--- src/sv/csem_pkg.sv ---
// shared types, codes and sizes for the counting semaphore wait list
package csem_pkg;

    // wait list sizing
    localparam int MAX_WAITERS = 16;
    localparam int WAIT_AW     = (MAX_WAITERS > 1) ? $clog2(MAX_WAITERS) : 1;
    localparam int WAIT_TW     = $clog2(MAX_WAITERS + 1);

    // queue between front and back
    localparam int QUEUE_AW    = 1;
    localparam int QUEUE_DEPTH = 2 ** QUEUE_AW;

    // configuration port
    localparam int PADDR_W     = 3;
    localparam int PDATA_W     = 32;
    localparam int INIT_W      = 15;
    localparam logic [PADDR_W-1:0] ADDR_INIT_COUNT = 3'd0;

    // semaphore count
    localparam int CNT_W = 16;
    localparam logic signed [CNT_W-1:0] COUNT_MAX = 16'sd32767;

    // request function codes
    localparam logic [1:0] FUNC_WAIT   = 2'd0;
    localparam logic [1:0] FUNC_SIGNAL = 2'd1;
    localparam logic [1:0] FUNC_CLOSE  = 2'd2;

    // result status codes
    localparam logic [1:0] ST_OK      = 2'd0;
    localparam logic [1:0] ST_BLOCKED = 2'd1;
    localparam logic [1:0] ST_CLOSED  = 2'd2;
    localparam logic [1:0] ST_FULL    = 2'd3;

    // decoded operation
    typedef enum logic [1:0] {
        OP_WAIT,
        OP_SIGNAL,
        OP_CLOSE,
        OP_BAD
    } op_t;

    // input beat
    typedef struct packed {
        logic [1:0] func;
        logic [7:0] thread_id;
    } in_beat_t;

    // output beat
    typedef struct packed {
        logic [1:0] status;
        logic       released_valid;
        logic [7:0] released_thread;
        logic       released_by_close;
        logic       last;
    } out_beat_t;

    // classified request held in the queue
    typedef struct packed {
        op_t        op;
        logic [7:0] thread_id;
    } q_entry_t;

    // open command from the configuration port
    typedef struct packed {
        logic              open;
        logic [INIT_W-1:0] init_count;
    } open_cmd_t;

endpackage

--- src/sv/csem_front.sv ---
// front stage: takes request beats and classifies the function code
module csem_front (
    input  logic               clk,
    input  logic               rst_n,
    input  logic               in_valid,
    output logic               in_stall,
    input  csem_pkg::in_beat_t in_data,
    output logic               push_valid,
    output csem_pkg::q_entry_t push_entry,
    input  logic               q_full
);
    import csem_pkg::*;

    logic     front_valid_reg;
    logic     front_valid_next;
    q_entry_t front_entry_reg;
    q_entry_t front_entry_next;
    logic     accept;
    op_t      op_dec;

    // function code decode
    always_comb
    begin
        unique case (in_data.func)
            FUNC_WAIT:   op_dec = OP_WAIT;
            FUNC_SIGNAL: op_dec = OP_SIGNAL;
            FUNC_CLOSE:  op_dec = OP_CLOSE;
            default:     op_dec = OP_BAD;
        endcase
    end

    // hold while the queue is full
    assign in_stall = front_valid_reg && q_full;
    assign accept   = in_valid && !in_stall;

    always_comb
    begin
        front_valid_next = accept || (front_valid_reg && q_full);
        front_entry_next = front_entry_reg;
        if (accept)
        begin
            front_entry_next.op        = op_dec;
            front_entry_next.thread_id = in_data.thread_id;
        end
    end

    always_ff @(posedge clk or negedge rst_n)
    begin
        if (!rst_n)
            front_valid_reg <= 1'b0;
        else
            front_valid_reg <= front_valid_next;
    end

    always_ff @(posedge clk)
    begin
        front_entry_reg <= front_entry_next;
    end

    assign push_valid = front_valid_reg && !q_full;
    assign push_entry = front_entry_reg;

endmodule

--- src/sv/csem_queue.sv ---
// short request queue between the front and back stages
module csem_queue (
    input  logic               clk,
    input  logic               rst_n,
    input  logic               push,
    input  csem_pkg::q_entry_t push_entry,
    output logic               full,
    input  logic               pop,
    output logic               pop_valid,
    output csem_pkg::q_entry_t pop_entry
);
    import csem_pkg::*;

    q_entry_t                entry_reg [QUEUE_DEPTH];
    logic [QUEUE_AW-1:0]     wr_ptr_reg;
    logic [QUEUE_AW-1:0]     wr_ptr_next;
    logic [QUEUE_AW-1:0]     rd_ptr_reg;
    logic [QUEUE_AW-1:0]     rd_ptr_next;
    logic [QUEUE_AW:0]       fill_reg;
    logic [QUEUE_AW:0]       fill_next;
    logic                    do_push;
    logic                    do_pop;

    assign full      = (fill_reg == (QUEUE_AW+1)'(QUEUE_DEPTH));
    assign pop_valid = (fill_reg != '0);
    assign pop_entry = entry_reg[rd_ptr_reg];
    assign do_push   = push && !full;
    assign do_pop    = pop && pop_valid;

    // pointer and fill update
    always_comb
    begin
        wr_ptr_next = do_push ? wr_ptr_reg + 1'b1 : wr_ptr_reg;
        rd_ptr_next = do_pop  ? rd_ptr_reg + 1'b1 : rd_ptr_reg;
        fill_next   = fill_reg;
        if (do_push && !do_pop)
            fill_next = fill_reg + 1'b1;
        else if (do_pop && !do_push)
            fill_next = fill_reg - 1'b1;
    end

    always_ff @(posedge clk or negedge rst_n)
    begin
        if (!rst_n)
        begin
            wr_ptr_reg <= '0;
            rd_ptr_reg <= '0;
            fill_reg   <= '0;
        end
        else
        begin
            wr_ptr_reg <= wr_ptr_next;
            rd_ptr_reg <= rd_ptr_next;
            fill_reg   <= fill_next;
        end
    end

    // entry storage
    always_ff @(posedge clk)
    begin
        if (do_push)
            entry_reg[wr_ptr_reg] <= push_entry;
    end

endmodule

--- src/sv/csem_back.sv ---
// back stage: semaphore count, wait stack and result beats
module csem_back (
    input  logic                clk,
    input  logic                rst_n,
    input  csem_pkg::open_cmd_t open_cmd,
    input  logic                q_valid,
    input  csem_pkg::q_entry_t  q_entry,
    output logic                q_pop,
    output logic                out_valid,
    input  logic                out_stall,
    output csem_pkg::out_beat_t out_data
);
    import csem_pkg::*;

    typedef enum logic [1:0] {
        S_IDLE,
        S_EXEC,
        S_GAP,
        S_DRAIN
    } state_t;

    state_t                   state_reg;
    state_t                   state_next;
    op_t                      op_reg;
    op_t                      op_next;
    logic [7:0]               tid_reg;
    logic [7:0]               tid_next;
    logic signed [CNT_W-1:0]  cnt_reg;
    logic signed [CNT_W-1:0]  cnt_next;
    logic signed [CNT_W-1:0]  cnt_inc;
    logic                     closed_reg;
    logic                     closed_next;
    logic [WAIT_TW-1:0]       total_reg;
    logic [WAIT_TW-1:0]       total_next;
    logic [WAIT_TW-1:0]       total_m1;
    logic                     out_valid_reg;
    logic                     out_valid_next;
    out_beat_t                out_data_reg;
    out_beat_t                out_data_next;

    // wait stack memory
    logic [7:0]               stack_mem [MAX_WAITERS];
    logic [7:0]               rd_data_reg;
    logic                     push_en;
    logic                     out_free;
    logic                     list_full;

    assign total_m1  = total_reg - 1'b1;
    assign out_free  = !out_valid_reg || !out_stall;
    assign list_full = (total_reg >= WAIT_TW'(MAX_WAITERS));
    assign cnt_inc   = (cnt_reg < COUNT_MAX) ? cnt_reg + 16'sd1 : cnt_reg;

    // top of stack read every cycle, push at the fill level
    always_ff @(posedge clk)
    begin
        rd_data_reg <= stack_mem[total_m1[WAIT_AW-1:0]];
        if (push_en)
            stack_mem[total_reg[WAIT_AW-1:0]] <= tid_reg;
    end

    // request execution and close drain
    always_comb
    begin
        state_next     = state_reg;
        op_next        = op_reg;
        tid_next       = tid_reg;
        cnt_next       = cnt_reg;
        closed_next    = closed_reg;
        total_next     = total_reg;
        push_en        = 1'b0;
        q_pop          = 1'b0;
        out_valid_next = out_valid_reg && out_stall;
        out_data_next  = out_data_reg;

        unique case (state_reg)
            S_IDLE:
            begin
                if (q_valid)
                begin
                    q_pop      = 1'b1;
                    op_next    = q_entry.op;
                    tid_next   = q_entry.thread_id;
                    state_next = S_EXEC;
                end
            end
            S_EXEC:
            begin
                if (out_free)
                begin
                    out_valid_next = 1'b1;
                    out_data_next  = '0;
                    out_data_next.last = 1'b1;
                    state_next     = S_IDLE;
                    unique case (op_reg)
                        OP_WAIT:
                        begin
                            if (closed_reg)
                                out_data_next.status = ST_CLOSED;
                            else if (cnt_reg <= 16'sd0)
                            begin
                                if (list_full)
                                    out_data_next.status = ST_FULL;
                                else
                                begin
                                    push_en    = 1'b1;
                                    total_next = total_reg + 1'b1;
                                    cnt_next   = cnt_reg - 16'sd1;
                                    out_data_next.status = ST_BLOCKED;
                                end
                            end
                            else
                            begin
                                cnt_next = cnt_reg - 16'sd1;
                                out_data_next.status = ST_OK;
                            end
                        end
                        OP_SIGNAL:
                        begin
                            if (closed_reg)
                                out_data_next.status = ST_CLOSED;
                            else
                            begin
                                cnt_next = cnt_inc;
                                out_data_next.status = ST_OK;
                                if (cnt_inc <= 16'sd0 && total_reg != '0)
                                begin
                                    total_next = total_m1;
                                    out_data_next.released_valid  = 1'b1;
                                    out_data_next.released_thread = rd_data_reg;
                                end
                            end
                        end
                        OP_CLOSE:
                        begin
                            if (closed_reg)
                                out_data_next.status = ST_CLOSED;
                            else
                            begin
                                closed_next = 1'b1;
                                out_data_next.status = ST_OK;
                                if (total_reg != '0)
                                begin
                                    total_next = total_m1;
                                    out_data_next.released_valid    = 1'b1;
                                    out_data_next.released_thread   = rd_data_reg;
                                    out_data_next.released_by_close = 1'b1;
                                    out_data_next.last = (total_m1 == '0);
                                    if (total_m1 != '0)
                                        state_next = S_GAP;
                                end
                            end
                        end
                        default:
                        begin
                            out_data_next.status = ST_CLOSED;
                        end
                    endcase
                end
            end
            S_GAP:
            begin
                // let the stack read catch up with the new top
                state_next = S_DRAIN;
            end
            S_DRAIN:
            begin
                if (out_free)
                begin
                    out_valid_next = 1'b1;
                    out_data_next  = '0;
                    out_data_next.status            = ST_OK;
                    out_data_next.released_valid    = 1'b1;
                    out_data_next.released_thread   = rd_data_reg;
                    out_data_next.released_by_close = 1'b1;
                    out_data_next.last              = (total_m1 == '0);
                    total_next = total_m1;
                    state_next = (total_m1 == '0) ? S_IDLE : S_GAP;
                end
            end
            default:
            begin
                state_next = S_IDLE;
            end
        endcase

        // open from the configuration port; the user must write it only while idle, the block does not enforce this
        if (open_cmd.open)
        begin
            cnt_next    = $signed({1'b0, open_cmd.init_count});
            closed_next = 1'b0;
            total_next  = '0;
            state_next  = S_IDLE;
        end
    end

    // state and registered outputs
    always_ff @(posedge clk or negedge rst_n)
    begin
        if (!rst_n)
        begin
            state_reg     <= S_IDLE;
            op_reg        <= OP_WAIT;
            tid_reg       <= '0;
            cnt_reg       <= '0;
            closed_reg    <= 1'b0;
            total_reg     <= '0;
            out_valid_reg <= 1'b0;
            out_data_reg  <= '0;
        end
        else
        begin
            state_reg     <= state_next;
            op_reg        <= op_next;
            tid_reg       <= tid_next;
            cnt_reg       <= cnt_next;
            closed_reg    <= closed_next;
            total_reg     <= total_next;
            out_valid_reg <= out_valid_next;
            out_data_reg  <= out_data_next;
        end
    end

    assign out_valid = out_valid_reg;
    assign out_data  = out_data_reg;

endmodule

--- src/sv/counting_semaphore_wait_list.sv ---
// top level of the counting semaphore with its wait list
//
//   channel   direction   handshake           beat
//   in        input       in_valid/in_stall   in_beat_t: func, thread_id
//   out       output      out_valid/out_stall out_beat_t: status, release, last
//   apb       input       psel/penable/pready init_count at byte address 0
//
// wait and signal pass through the back stage in S_IDLE, which pops the queue while
// the stack top is read, and S_EXEC, which updates the count and loads the output register.
// close releases the waiters one at a time, passing S_GAP before each later release for the stack read.
// reset and an init_count write reopen the semaphore: count loaded, list empty.
// a stalled output holds the back stage; the front keeps taking beats until the
// two-entry queue fills and the front register holds a beat.
module counting_semaphore_wait_list (
    input  logic                              clk,
    input  logic                              rst_n,
    input  logic                              psel,
    input  logic                              penable,
    input  logic                              pwrite,
    input  logic [csem_pkg::PADDR_W-1:0]      paddr,
    input  logic [csem_pkg::PDATA_W-1:0]      pwdata,
    output logic [csem_pkg::PDATA_W-1:0]      prdata,
    output logic                              pready,
    input  logic                              in_valid,
    output logic                              in_stall,
    input  csem_pkg::in_beat_t                in_data,
    output logic                              out_valid,
    input  logic                              out_stall,
    output csem_pkg::out_beat_t               out_data
);
    import csem_pkg::*;

    logic [INIT_W-1:0] init_count_reg;
    logic [INIT_W-1:0] init_count_next;
    logic              init_wr;
    open_cmd_t         open_cmd;
    logic              push_valid;
    q_entry_t          push_entry;
    logic              q_full;
    logic              q_pop;
    logic              q_valid;
    q_entry_t          q_entry;

    // register write and read-back
    assign pready  = 1'b1;
    assign init_wr = psel && penable && pwrite && (paddr == ADDR_INIT_COUNT);
    assign init_count_next = init_wr ? pwdata[INIT_W-1:0] : init_count_reg;
    assign prdata  = (paddr == ADDR_INIT_COUNT) ?
                     {{(PDATA_W-INIT_W){1'b0}}, init_count_reg} : '0;

    always_ff @(posedge clk or negedge rst_n)
    begin
        if (!rst_n)
            init_count_reg <= '0;
        else
            init_count_reg <= init_count_next;
    end

    assign open_cmd.open       = init_wr;
    assign open_cmd.init_count = pwdata[INIT_W-1:0];

    csem_front u_front (
        .clk        (clk),
        .rst_n      (rst_n),
        .in_valid   (in_valid),
        .in_stall   (in_stall),
        .in_data    (in_data),
        .push_valid (push_valid),
        .push_entry (push_entry),
        .q_full     (q_full)
    );

    csem_queue u_queue (
        .clk        (clk),
        .rst_n      (rst_n),
        .push       (push_valid),
        .push_entry (push_entry),
        .full       (q_full),
        .pop        (q_pop),
        .pop_valid  (q_valid),
        .pop_entry  (q_entry)
    );

    csem_back u_back (
        .clk       (clk),
        .rst_n     (rst_n),
        .open_cmd  (open_cmd),
        .q_valid   (q_valid),
        .q_entry   (q_entry),
        .q_pop     (q_pop),
        .out_valid (out_valid),
        .out_stall (out_stall),
        .out_data  (out_data)
    );

endmodule

--- config.mk ---
export PLATFORM = sky130hd
export DESIGN_NAME = counting_semaphore_wait_list
export DESIGN_NICKNAME = d
export VERILOG_FILES = /design/src/sv/csem_pkg.sv /design/src/sv/csem_front.sv /design/src/sv/csem_queue.sv /design/src/sv/csem_back.sv /design/src/sv/counting_semaphore_wait_list.sv
export SDC_FILE = /design/constraint.sdc
export NUM_CORES = 1
export LEC_CHECK = 0
export BUFFER_PORTS_ARGS = -buffer_cell sky130_fd_sc_hd__buf_2
export CORE_UTILIZATION = 60
export CTS_CLUSTER_SIZE = 40
export DETAILED_ROUTE_END_ITERATION = 12
export PLACE_DENSITY_LB_ADDON = 0.1
export RECOVER_POWER = 100
export SLEW_MARGIN = 10
export SYNTH_ARGS = -nofsm -noshare
export SYNTH_HDL_FRONTEND = slang
export SYNTH_HIERARCHICAL = 1
export SYNTH_SLANG_ARGS = --single-unit
--- constraint.sdc ---
create_clock -name clk -period 8.5 [get_ports clk]
set_input_delay 0.85 -clock clk [delete_from_list [all_inputs] [get_ports clk]]
set_output_delay 0.85 -clock clk [all_outputs]
set_load 0.05 [all_outputs]
==> results.toml <==
[power]
power_density_nw_per_um2 = 381
ir_worst_vdd_mv = 0.245
p_leak_nw = 4.32

[synth]
synth_cell_types = 85
avgSynthCellArea_um2 = 14.4
synth_area_leaders = "edfxtp_1 (44%), dfrtp_1 (16%), mux4_2 (8.4%)"
netlist.area_leader.share = 0.444
synthesis.area_um2 = 10700
async_flop_share = 0.291
synth-seq-cells = 234
synth.yosys.seq_area_share = 0.618
yosys_warnings = 6
syn_inst = 741
synth_flop_cell = "edfxtp_1"
synth_area_leader_cell = "edfxtp_1"
synth-edff-count = 158

[placed_design]
portBuffers = 64
dpl_worst_slack_ns = 4.61
hpwl_um = 14800
gp_congestion = 0.891

[min_path]
min_to = "u_queue/entry_reg[0][5]$_DFFE_PP_"
min_from = "u_front/push_entry[5]$_DFFE_PP_"
hold_depth = 0
hold_path.class = "flip-flop to flip-flop"

[routing]
wl_per_cell_um = 20.9
drt_wl_total_um = 21800
drc_errors = 0
firstDrtPassIters = 5
vias = 6317
viasPerCell = 6.07
antenna_left = 0
drt_iter0_markers = 624

[sta]
final.setup.worst_slack_ns = 3.99
max_slew_margin = -1.53
rsz0062_at_grt = "no"
setup_viol = 0
final-hold-violation-count = 0
skew_ns = 0.0201
worst_pin_slew_ns = 3.79
drv_slew = 166
fmax_ghz = 0.222
fin_setup_tns_ns = 0
finalCriticalPeriod_ns = 4.51
finalCritPeriodShare = 0.531

[layout]
diodes = 0
layout_common_cells = "edfxtp_1 (158), dfrtp_1 (67), nor2_1 (58)"
largest_register_ff_count = 128
seq_area_um2 = 6610
utilization = 0.679
layout-drive-gt1-share = 0.214
final_common_cell = "edfxtp_1"
nNetsFinal = 862
multi_input_area_um2 = 3640
area_growth_pct = 10.2
n_fill_cell = 1259

[floorplan]
dieArea_um2 = 18400
start_util = 0.616
dieWidth_um = 135
core_area_um2 = 17400
rows = 48
ios = 100
die_height_um = 135

[critical_path]
cpMaxStageDelayCell = "clkbuf_1"
r2r_end = "u_back/stack_mem[3][2]$_DFFE_PP_"
worst_ep_arrival_time_ns = 4.62
endpoint_kind = "flip-flop"
rr_worst_depth = 4
critPathMaxStageDelay_ns = 2.10
start_kind = "flip-flop"
r2r-start = "u_back/total_reg[0]$_DFFE_PN0P_"
ff2ff_setup_slack_ns = 3.99
worstSetupPathType = "flip-flop to flip-flop"
path_cells = "clkbuf_1, ha_1, nand2_1, nor3_1"
critPathRequiredTime_ns = 8.61
crit_fanout = 38

[clock_network]
cts_buffer_depth = 3
clkTransAtPathRegs_ns = 0.06
cts_root_buffer = "clkbuf_16"
cts_setup_buffers = 0
cts_tree = "yes"
postCtsHoldBufs = 0
htree_num_levels = 1
insertion_delay_ns = 0.52
clkSinkCount = 234
cts_made_buffers = 24
cts_resized = 0

[global_routing]
grt_pass1_wl_um = 34000
grt-ovfl-total = 0
grt.total_usage = 0.246
antenna_found_initial = 0
grt_start_max_net_pins = 69
grt_pass1_vias = 5993

[run_status]
status = "finished with violations"
violations = "max-capacitance violations, max-slew violations"

[flow_run]
drv_cap = 3
==> synthesized netlist by cell type (all sizes together), types with 17 or more instances <==
cell type    n
inv         17
edfxtp     158
mux4        40
a21oi       18
o21ai       37
mux2        38
nand2       46
dfrtp       68
and2        18
nor3        20
nand3       19
buf         34
clkbuf      25
nor2        59
==> through the flow <==
stage                     hold slack [ns]  instances  power (mW)  cell area, µm²
after floorplan                     0.421        757        2.99           10700
after global placement              0.424        997        3.38           11100
after detailed placement            0.434        997        3.44           11100
after CTS                           0.446       1041        4.55           11900
after global routing                0.452       1041        4.72           11800
final                               0.443       1041        4.49           11800
==> logic make-up (layout without fill, tap and decap cells) <==
kind of cell               after synthesis  count (layout)  synth area share
buffers and inverters                   76             135            0.0380
DFF                                    234             234             0.618
xor gates and xnor gates                18              18            0.0147
adders and majority gates               12              12            0.0140
other                                    2              18          0.000703
muxes                                   82              82             0.135
and+or+nand+nor                        211             211             0.110
AOI/OAI and AO/OA                      106             106            0.0697
==> layout make-up <==
type / count / area share
clock buffer: 35 / 0.0613
timing repair buffer: 74 / 0.0281
multi-input combinational: 447 / 0.309
inverter: 17 / 0.00542
tap: 225 / 0.0239
clock inverter: 9 / 0.0114
sequential: 234 / 0.561
==> routing by layer <==
metal | global-route usage | routed length [µm] | vias to the layer above
li1 | - | - | 2876
met1 | 0.385 | 9920 | 3199
met2 | 0.374 | 10400 | 224
met3 | 0.0352 | 1270 | 18
met4 | 0.0437 | 203 | 0
met5 | 0 | 0 | -
==> where the power goes <==
part           total [mW]  internal (mW)  switching, mW  leakage, nW
logic                1.57          0.674          0.895         1.56
clock network        1.10          0.681          0.419        0.424
registers            1.82           1.52          0.298         2.34
==> critical path, delay by kind of cell (launching register included) <==
family        cells  cell delay (ns)
fa+ha+maj         1             0.44
simple gates      2             1.21
flops             1             0.36
buf+inv           1             2.10
==> how the worst max path moves through the flow <==
| stage | from | cells past startpoint | end |
|---|---|---|---|
| final | u_back/total_reg[0]$_DFFE_PN0P_ | 4 | u_back/stack_mem[3][2]$_DFFE_PP_ |
| after floorplan | u_back/total_reg[0]$_DFFE_PN0P_ | 6 | u_back/rd_data_reg[0]$_DFF_P_ |
| after detailed placement | u_back/cnt_reg[0]$_DFFE_PN0P_ | 9 | u_back/stack_mem[3][0]$_DFFE_PP_ |
| after global routing | u_back/total_reg[0]$_DFFE_PN0P_ | 4 | u_back/stack_mem[3][3]$_DFFE_PP_ |
| after global placement | u_back/cnt_reg[0]$_DFFE_PN0P_ | 9 | u_back/stack_mem[2][3]$_DFFE_PP_ |
| after CTS | u_back/cnt_reg[0]$_DFFE_PN0P_ | 9 | u_back/stack_mem[3][2]$_DFFE_PP_ |
(Power assumes the default switching activity.)
